**config.mk**
```make
export PLATFORM = sky130hd
export DESIGN_NAME = worn_cardboard_texel_shader
export DESIGN_NICKNAME = d
export VERILOG_FILES = /design/src/sv/wcts_pkg.sv /design/src/sv/worn_cardboard_texel_shader.sv /design/src/sv/wcts_ram.sv /design/src/sv/wcts_row_fill.sv
export VERILOG_INCLUDE_DIRS = /design/src /design/src/sv
export SDC_FILE = /design/constraint.sdc
export NUM_CORES = 1
export LEC_CHECK = 0
export ABC_AREA = 1
export ABC_CLOCK_PERIOD_IN_PS = 5400
export BUFFER_PORTS_ARGS = -buffer_cell sky130_fd_sc_hd__buf_4
export CORE_UTILIZATION = 40
export DETAILED_ROUTE_END_ITERATION = 16
export GPL_TIMING_DRIVEN = 0
export PLACE_DENSITY = 0.54
export SLEW_MARGIN = 25
export SYNTH_ARGS = -nofsm -noshare
export SYNTH_HDL_FRONTEND = slang
export SYNTH_SLANG_ARGS = --single-unit
```
**constraint.sdc**
```tcl
create_clock -name clk -period 5.4 [get_ports clk]
set_input_delay 1.08 -clock clk [delete_from_list [all_inputs] [get_ports clk]]
set_output_delay 1.08 -clock clk [all_outputs]
set_load 0.01 [all_outputs]
```
**src/sv/assert_macros.svh**
```systemverilog
`ifndef ASSERT_MACROS_SVH
`define ASSERT_MACROS_SVH

// Overlapping implication, checked on every rising edge outside reset.
`define ASSERT_IMPL(label, clk, rst, ante, cons, msg) \
  label: assert property (@(posedge clk) disable iff (rst) (ante) |-> (cons)) \
    else $error(msg);

// Non-overlapping implication: the consequent is checked from the clock edge after the antecedent.
`define ASSERT_NEXT(label, clk, rst, ante, cons, msg) \
  label: assert property (@(posedge clk) disable iff (rst) (ante) |=> (cons)) \
    else $error(msg);

`endif

```
**src/sv/wcts_pkg.sv**
```systemverilog
`timescale 1ns / 1ps

package wcts_pkg;

  // Default log2 of the wear cells per texture unit
  localparam int WEAR_CELL_BITS_DEF = 6;

  localparam int FX_UNIT       = 65536;
  localparam int FLUTE_COUNT   = 22;
  localparam int SHADE_MAX     = 15;
  localparam int CARD_RAMP_IDX = 64;
  localparam int TAPE_RAMP_IDX = 80;

  // Tape modes
  localparam logic [1:0] TAPE_OFF    = 2'd0;
  localparam logic [1:0] TAPE_CENTRE = 2'd1;
  localparam logic [1:0] TAPE_BOTTOM = 2'd2;

  // Register indexes
  localparam logic [1:0] REG_HARD_THR    = 2'd0;
  localparam logic [1:0] REG_SOFT_THR    = 2'd1;
  localparam logic [1:0] REG_FLUTE_WIDTH = 2'd2;
  localparam logic [1:0] REG_STRIP_HALF  = 2'd3;

  // Register reset values
  localparam logic [15:0] HARD_THR_RST    = 16'd1310;
  localparam logic [15:0] SOFT_THR_RST    = 16'd3932;
  localparam logic [15:0] FLUTE_WIDTH_RST = 16'd10485;
  localparam logic [15:0] STRIP_HALF_RST  = 16'd5570;

  // One row of the cell-row table: vertical shade term and edge distance
  typedef struct packed {
    logic signed [2:0] vterm;
    logic [15:0]       dv;
  } row_entry_t;

  // Distance of a cell centre to the nearer border of the unit square.
  // A centre is never zero, so 1.0 - c fits 16 bits.
  function automatic logic [15:0] edge_dist(input logic [15:0] c);
    logic [16:0] r;
    r = 17'(FX_UNIT) - {1'b0, c};
    if ({1'b0, c} < r) return c;
    else return r[15:0];
  endfunction

endpackage

```
**src/sv/worn_cardboard_texel_shader.sv**
```systemverilog
`timescale 1ns / 1ps

// Cardboard texel shader: one pixel may start every clock while busy is low,
// and once start is taken its palette index comes out on done through the
// stage 1 and output registers. The per-row part of the wear pattern (flute
// darkening, vertical gradient, distance to the top or bottom border) sits
// in a row table of 2^WEAR_CELL_BITS entries with one read port; the column
// part and the tape tests are computed on the fly. After reset, and after
// every write of flute_width, the row table is rebuilt one row per cycle:
// busy stays high through the rebuild and no pixel is taken meanwhile.
// Configuration writes are always taken (cfg_ready is tied high). The
// result is shown for one cycle only and the receiver cannot stall it.

`include "assert_macros.svh"

module worn_cardboard_texel_shader #(
  parameter int WEAR_CELL_BITS = wcts_pkg::WEAR_CELL_BITS_DEF
) (
  input  logic        clk,
  input  logic        rst,
  input  logic        start,
  output logic        busy,
  input  logic [31:0] tex_u,
  input  logic [31:0] tex_v,
  input  logic [3:0]  light_level,
  input  logic [1:0]  tape_kind,
  output logic        done,
  output logic [6:0]  palette_index,
  input  logic        cfg_valid,
  output logic        cfg_ready,
  input  logic [1:0]  cfg_index,
  input  logic [15:0] cfg_data
);

  localparam int SH = 16 - WEAR_CELL_BITS;
  localparam logic [15:0] CENTRE = 16'(1 << (SH - 1));
  localparam int ENTRY_W = $bits(wcts_pkg::row_entry_t);

  logic [15:0] hard_thr;
  logic [15:0] soft_thr;
  logic [15:0] flute_width;
  logic [15:0] strip_half;

  logic                      cfg_wr;
  logic                      accept;
  logic                      fill_we;
  logic [WEAR_CELL_BITS-1:0] fill_addr;
  wcts_pkg::row_entry_t      fill_data;
  logic [ENTRY_W-1:0]        rd_raw;
  wcts_pkg::row_entry_t      rd_entry;

  // Stage 0 signals
  logic [15:0]        cu;
  logic signed [32:0] du_signed;
  logic [32:0]        du_mag;
  logic signed [33:0] band_lim;
  logic               tape_hit;

  // Stage 1 registers
  logic        s1_valid;
  logic        s1_tape;
  logic [3:0]  s1_lvl;
  logic [15:0] s1_du;

  // Stage 1 signals
  logic [15:0]       e_min;
  logic signed [2:0] eterm;
  logic signed [5:0] sum;
  logic [3:0]        shade;
  logic [6:0]        pal_next;

  assign cfg_ready = 1'b1;
  assign cfg_wr    = cfg_valid && cfg_ready;
  assign accept    = start && !busy;

  // Configuration registers
  always_ff @(posedge clk) begin
    if (rst) begin
      hard_thr    <= wcts_pkg::HARD_THR_RST;
      soft_thr    <= wcts_pkg::SOFT_THR_RST;
      flute_width <= wcts_pkg::FLUTE_WIDTH_RST;
      strip_half  <= wcts_pkg::STRIP_HALF_RST;
    end else if (cfg_wr) begin
      unique case (cfg_index)
        wcts_pkg::REG_HARD_THR:    hard_thr    <= cfg_data;
        wcts_pkg::REG_SOFT_THR:    soft_thr    <= cfg_data;
        wcts_pkg::REG_FLUTE_WIDTH: flute_width <= cfg_data;
        wcts_pkg::REG_STRIP_HALF:  strip_half  <= cfg_data;
        default: ;
      endcase
    end
  end

  // Row table build sequencer
  wcts_row_fill #(
    .WEAR_CELL_BITS(WEAR_CELL_BITS)
  ) u_fill (
    .clk         (clk),
    .rst         (rst),
    .restart     (cfg_wr && (cfg_index == wcts_pkg::REG_FLUTE_WIDTH)),
    .flute_width (flute_width),
    .busy        (busy),
    .we          (fill_we),
    .waddr       (fill_addr),
    .wdata       (fill_data)
  );

  // Row table, read at the v cell index of the incoming beat
  wcts_ram #(
    .WIDTH (ENTRY_W),
    .DEPTH (1 << WEAR_CELL_BITS)
  ) u_rows (
    .clk   (clk),
    .we    (fill_we),
    .waddr (fill_addr),
    .wdata (fill_data),
    .raddr (tex_v[15 -: WEAR_CELL_BITS]),
    .rdata (rd_raw)
  );

  assign rd_entry = rd_raw;

  // Stage 0: column edge distance and tape tests
  always_comb begin
    cu        = (16'(tex_u[15 -: WEAR_CELL_BITS]) << SH) | CENTRE;
    du_signed = $signed({tex_u[31], tex_u}) - 33'sd32768;
    du_mag    = du_signed[32] ? 33'(-du_signed) : 33'(du_signed);
    band_lim  = 34'sd65536 - $signed({17'b0, strip_half, 1'b0});
    case (tape_kind)
      wcts_pkg::TAPE_CENTRE: tape_hit = du_mag < {17'b0, strip_half};
      wcts_pkg::TAPE_BOTTOM: tape_hit = $signed({{2{tex_v[31]}}, tex_v}) > band_lim;
      default:               tape_hit = 1'b0;
    endcase
  end

  always_ff @(posedge clk) begin
    if (rst) begin
      s1_valid <= 1'b0;
    end else begin
      s1_valid <= accept;
    end
  end

  always_ff @(posedge clk) begin
    s1_tape <= tape_hit;
    s1_lvl  <= light_level;
    s1_du   <= wcts_pkg::edge_dist(cu);
  end

  // Stage 1: combine with the row entry, clamp and map to the palette
  always_comb begin
    e_min = (s1_du < rd_entry.dv) ? s1_du : rd_entry.dv;
    if (e_min < hard_thr) eterm = -3'sd3;
    else if (e_min < soft_thr) eterm = -3'sd2;
    else eterm = 3'sd0;
    sum = $signed({2'b00, s1_lvl}) + 6'(eterm) + 6'(rd_entry.vterm);
    if (sum < 6'sd0) shade = 4'd0;
    else if (sum > 6'(wcts_pkg::SHADE_MAX)) shade = 4'(wcts_pkg::SHADE_MAX);
    else shade = sum[3:0];
    if (s1_tape) pal_next = 7'(wcts_pkg::TAPE_RAMP_IDX) + {4'b0, s1_lvl[3:1]};
    else pal_next = 7'(wcts_pkg::CARD_RAMP_IDX) + {3'b0, shade};
  end

  always_ff @(posedge clk) begin
    if (rst) begin
      done <= 1'b0;
    end else begin
      done <= s1_valid;
    end
  end

  always_ff @(posedge clk) begin
    palette_index <= pal_next;
  end

  // Checks
  `ASSERT_IMPL(a_result_two_later, clk, rst, $past(accept, 2), done, "accepted beat lost")
  `ASSERT_IMPL(a_index_range, clk, rst, done, palette_index - 7'd64 < 7'd24, "index out of range")
  `ASSERT_NEXT(a_tape_ramp, clk, rst, s1_valid && s1_tape, palette_index >= 7'd80, "tape ramp")

endmodule

```
**src/sv/wcts_ram.sv**
```systemverilog
`timescale 1ns / 1ps

module wcts_ram #(
  parameter int WIDTH = 19,
  parameter int DEPTH = 64
) (
  input  logic                     clk,
  input  logic                     we,
  input  logic [$clog2(DEPTH)-1:0] waddr,
  input  logic [WIDTH-1:0]         wdata,
  input  logic [$clog2(DEPTH)-1:0] raddr,
  output logic [WIDTH-1:0]         rdata
);

  logic [WIDTH-1:0] mem [DEPTH];

  // One write port, one registered read port
  always_ff @(posedge clk) begin
    if (we) begin
      mem[waddr] <= wdata;
    end
    rdata <= mem[raddr];
  end

endmodule

```
**src/sv/wcts_row_fill.sv**
```systemverilog
`timescale 1ns / 1ps

module wcts_row_fill #(
  parameter int WEAR_CELL_BITS = wcts_pkg::WEAR_CELL_BITS_DEF
) (
  input  logic                      clk,
  input  logic                      rst,
  input  logic                      restart,
  input  logic [15:0]               flute_width,
  output logic                      busy,
  output logic                      we,
  output logic [WEAR_CELL_BITS-1:0] waddr,
  output wcts_pkg::row_entry_t      wdata
);

  localparam int SH = 16 - WEAR_CELL_BITS;
  localparam logic [15:0] CENTRE = 16'(1 << (SH - 1));

  logic                      active;
  logic [WEAR_CELL_BITS-1:0] row;
  logic [15:0]               cv;
  logic [20:0]               flute_prod;
  logic signed [2:0]         grad;
  logic signed [2:0]         flute;

  // Sweep every row once after reset and after each flute width write
  always_ff @(posedge clk) begin
    if (rst || restart) begin
      active <= 1'b1;
      row    <= '0;
    end else if (active) begin
      if (row == {WEAR_CELL_BITS{1'b1}}) begin
        active <= 1'b0;
      end else begin
        row <= row + 1'b1;
      end
    end
  end

  // Row entry from the cell centre of this row
  always_comb begin
    cv         = (16'(row) << SH) | CENTRE;
    flute_prod = 21'(cv) * 21'(wcts_pkg::FLUTE_COUNT);
    flute      = (flute_prod[15:0] < flute_width) ? -3'sd1 : 3'sd0;
    grad       = $signed({1'b0, cv[15:14]}) - 3'sd2;
    wdata.vterm = flute + grad;
    wdata.dv    = wcts_pkg::edge_dist(cv);
  end

  assign busy  = active;
  assign we    = active;
  assign waddr = row;

endmodule
```
# Word-level counts from Yosys, hierarchy flattened
# Memories as Yosys holds them, arrays and structs flattened. A register that Yosys moved wholly into a read port is not among the register bits.
# Cells that the tools add are included.
[totals] regBits=101 ramBits=1216 in_bits=92 output_inout_bits=10 elab_cells=69 memories=1
[op_classes] addsub=12 multipliers=1 order_cmp=10 eq_ne=6 n_mux=15 bitwise=1 n_reduce_logical=10
[memory_table] name="u_rows.mem" depth=64 word_bits=19 rd=1 rd_clocked_by_memory_dff=1 wr=1 line="wcts_ram.sv:15" text="logic [WIDTH-1:0] mem [DEPTH];"
[op_table] operator="$lt 16x16->1" n=4
[op_table] operator="$mux 16" n=3
[op_table] operator="$lt 16x17->1" n=2
[op_table] operator="$sub 17x16->17 const A" n=2
[op_table] operator="$lt 33x16->1" n=1
[op_table] operator="$mux 33" n=1
[op_table] operator="$neg 33->33" n=1
[op_table] operator="$sub 32x17->33 const B" n=1
[op_table] operator="$gt 32x18->1" n=1
[op_table] operator="$sub 17x17->18 const A" n=1
[op_table] operator="$reduce_and 2->1" n=5
[op_table] operator="$mux 3" n=3
[op_table] operator="$mux 4" n=2
[op_table] operator="$add 7x3->7 const A" n=1
[op_table] operator="$add 7x4->7 const A" n=1
[op_table] operator="$mul 7x4->6 const B" n=1
[op_table] operator="$mux 7" n=1
[op_table] operator="$add 5x3->6" n=1
[op_table] operator="$add 6x1->6 const B" n=1
[op_table] operator="$add 6x3->6" n=1
[op_table] operator="$eq 2x2->1 const B" n=3
[op_table] operator="$eq 6x6->1 const B" n=1
[op_table] operator="$gt 6x5->1 const B" n=1
[op_table] operator="$lt 6x1->1 const B" n=1
[op_table] operator="10 further kinds" n=15

# Longest topological paths before layout
[logic_depth] depth_word=12 mapped_depth=28 depth_no_buf=25

# By module
# A second synthesis with hierarchy kept.
[unflattened] hier_cells=5335 area_unflattened_um2=57448.8
[modules_own_cells] mod="wcts_ram" instances=1 cells_per_inst=4159 area_each_um2=49595.1 seq_area_each_um2=36895.4
[modules_own_cells] mod="worn_cardboard_texel_shader" instances=1 cells_per_inst=1040 area_each_um2=6895.4 seq_area_each_um2=1621.6
[modules_own_cells] mod="wcts_row_fill" instances=1 cells_per_inst=136 area_each_um2=958.4 seq_area_each_um2=140.1

# Worst setup path before layout
# Ideal clock, no wire load.
[synth_path] path_kind="register -> register" from="register u_fill.row[3] (netlist: u_fill.waddr[3])" to="memory u_rows.mem[0][17], data pin" setup_time_ps=369 arrival_time_ps=4243 required_time_ps=5031 setup_slack_ps=787 path_stages_with_launch=16 n_path_buf=1 cell_sequence="dfxtp_1 -> clkbuf_1 -> clkinv_1 -> fa_1 -> inv_1 -> ha_1 -> a21oi_1 -> nand2_1 -> xor2_1 -> xor2_1 -> ha_1 -> nand2_1 -> inv_1 -> a221oi_1 -> inv_1 -> fa_1"
[synth_lines] element="from (decl)" line="wcts_row_fill.sv:20" text="logic [WEAR_CELL_BITS-1:0] row;"
[synth_lines] element="from (signal assigned)" line="wcts_row_fill.sv:35" text="row <= row + 1'b1;"
[synth_lines] element="to (decl)" line="wcts_ram.sv:15"

==> results.yml <==
drt:
  routed_wl_um: 96630
  top_layer: "met5"
  dr_wl_met2_um: 44860
  viasPerCell: 5.670
  first_pass_iters: 5
  dr_wl_met3_um: 7707
  met1_length_um: 39130
  via_count: 21110
  wl_per_cell_um: 25.95
  postRouteAntennaNets: 0
  first_iter_violations: 2281
  drc: 0
floorplan:
  coreArea_mm2: 0.06763
  pin_count: 102
  num_rows: 95
  die_area_mm2: 0.06999
  die_height_um: 264.6
  initial_core_util_pct: 40.77
  fp.dieW_um: 264.6
sta:
  finClkSkew_ps: 27.43
  layout_min_cycle_time_ps: 5009
  slew_headroom_pct: 20.70
  setup_viol: 0
  worst_pin_slew_ps: 1189
  final-max-slew-violation-count: 0
  rsz0062_at_grt: "false"
  final_hold_viol_count: 0
  fin_tns_setup_ps: 0
  period_share_pct: 92.75
  setup_ws_ps: 391.3
  fmax_mhz: 199.7
yosys:
  ys_ff_latch: 608
  synthCells: 2619
  async_flop_share_pct: 0
  yosysWarningCount: 0
  synth_edf_count: 512
  synthFlopType: "edfxtp_1"
  seq_area_frac_synth_pct: 62.73
  ys_types: 52
  syn_area_per_cell_um2: 10.53
  syn_area_mm2: 0.02757
global_routing:
  grt_max_degree: 61
  antenna_found_initial: 6
  grt_pass1_wl_um: 138300
  grt_overflow: 0
  grt_pass1_vias: 20280
  track_usage_pct: 27.50
final_layout:
  final_nets: 2991
  areaGrowthSynthToFinish_pct: 16.24
  instances_no_fill: 3723
  drive_gt1_share_pct: 9.831
  post-route-util_pct: 47.39
run:
  cap_viol_max_count: 0
placement:
  port_buffers: 97
  dpl.hpwl_um: 69260
  place.gp.congestion: 0.9930
  dp_slack_ps: 249.2
  dp.cells: 3603
clock_tree:
  cts_buffers: 67
  clk_latency_ps: 620
  postCtsSetupRepairBufs: 0
  htree_levels: 3
  cts.reportedPaths.clkPinSlew_ps: 60
  cts_root_buf: "clkbuf_16"
  clkSinkCount: 608
  cts_tree: "done"
  cts_hold_buf: 0
  cts-resized-gates: 0
  cts_buffer_depth: 3
setup_path:
  required_ps: 5800
  critical_path_class: "register to register"
  cp.arrival_ps: 5410
  start_kind: "register"
  path_max_fanout: 60
  crit_path_end_kind: "register"
min_path:
  hold_path.class: "register to register"
pwr:
  p_leak_nw: 11.93
  ir_worst_vdd_uv: 235.2
  power_density_mw_per_mm2: 363.9
run_status:
  status: "finished clean"
## cell usage in the layout, fill, tap and decap left out, drive strengths merged, types with 2 or more instances in the layout
master	n
nand4	8
ha	93
o32ai	4
clkbuf	192
o221ai	19
conb	3
o21ai	385
xor2	40
nand3b	2
edfxtp	512
a21oi	77
dfxtp	96
clkinvlp	5
a221oi	2
nor4	8
xnor2	8
nand3	87
inv	181
o22ai	136
bufinv	7
nand2	262
o311ai	3
o211ai	15
o21bai	4
diode	2
o2111ai	2
clkinv	20
nor2	505
o21a	3
nor3	13
a21o	2
buf	139
fa	8
## per-stage QoR
| step | area (um^2) | total power [W] | hold slack (ps) |
|---|---|---|---|
| 6_report | 32050 | 0.01166 | 418.4 |
| 4_1_cts | 32030 | 0.01168 | 413.8 |
| 2_1_floorplan | 27580 | 0.006385 | 330.8 |
| 5_1_grt | 32050 | 0.01202 | 441.6 |
| 3_5_place_dp | 29850 | 0.007135 | 404.1 |
| 3_3_place_gp | 29400 | 0.007026 | 396.7 |
## metal layers
metal | GRT usage (%) | vias to the layer above
li1 | - | 9616
met1 | 34.92 | 10350
met2 | 45.03 | 927
met3 | 5.509 | 217
met4 | 13.12 | 2
met5 | 0 | -
## cell type report
type	count	area, um^2
diodes	2	5.005
well taps	873	1092
clock buffers	87	1803
fillers	6224	35580
multi-input cells	1696	9161
repair buffers	110	1059
clock inverters	32	376.6
inverters	181	688.2
plain buffers	134	568.0
flip-flops and latches	608	17300
## critical path: stages, from the launching register on
cell	delay (ps)
dfxtp_1	630
clkinvlp_4	360
fa_1	570
inv_1	40
ha_1	320
a21oi_1	160
nand2_1	70
xor2_1	150
xor2_1	150
ha_1	290
nand2_1	70
inv_1	30
a221oi_1	610
inv_1	150
fa_4	900
buf_16	270
## worst paths after layout
path                   start                  to  slack (ps)  depth (start not counted)
min reg2reg         s1_valid                done         420                          2
max reg2reg  u_fill.waddr[3]  u_rows.mem[54][17]         390                         15
min                 s1_valid                done         420                          2
max          u_fill.waddr[3]  u_rows.mem[54][17]         390                         15
## cells by family (layout without fill, tap and decap cells)
family,count (synthesis),count (layout),share of synthesized area (%)
buffers and inverters,316,544,4.547
flip-flops,608,608,62.73
other,2,5,0.02724
AND/OR/NAND/NOR,887,887,13.12
AO/OA/AOI/OAI,657,657,13.25
XOR/XNOR,48,48,1.525
adder cells (fa/ha/maj),101,101,4.801
## registers in the layout (all words and copies together), names as in the netlist
name / cells
u_rows.mem: 512
flute_width: 16
hard_thr: 16
soft_thr: 16
strip_half: 16
u_rows.rdata: 8
u_fill.waddr: 6
palette_index: 5
s1_du: 5
s1_lvl: 4
done: 1
s1_tape: 1
s1_valid: 1
u_fill.busy: 1
## cell usage after synthesis, types with 3 or more instances
master / count / area share, %
clkinv_1: 4 / 0.054
ha_1: 93 / 4.2
fa_1: 8 / 0.58
o22ai_1: 136 / 3.1
o211ai_1: 15 / 0.41
o21bai_1: 4 / 0.11
o32ai_1: 4 / 0.13
o311ai_0: 3 / 0.095
buf_1: 3 / 0.041
nor3_1: 13 / 0.24
buf_4: 4 / 0.11
nand2_2: 9 / 0.20
inv_1: 174 / 2.4
nand2_1: 251 / 3.4
a21oi_1: 76 / 1.4
buf_2: 19 / 0.34
edfxtp_1: 512 / 56
xor2_1: 40 / 1.3
o221ai_1: 19 / 0.60
clkbuf_1: 106 / 1.4
o21ai_1: 4 / 0.073
o21a_1: 3 / 0.082
xnor2_1: 8 / 0.25
nor2_4: 5 / 0.20
nand3_1: 85 / 1.5
dfxtp_1: 96 / 7.0
o21ai_0: 380 / 6.9
nor4_1: 7 / 0.16
nand4_1: 8 / 0.18
nor2_1: 493 / 6.7
nor2_2: 7 / 0.16
## power breakdown
part           total (W)  internal (W)  switching (W)
clock            0.00461       0.00270        0.00190
sequential       0.00538       0.00535      0.0000335
combinational    0.00167      0.000523        0.00115
total             0.0117       0.00858        0.00309
No activity file was read; power rests on OpenSTA's default activity.
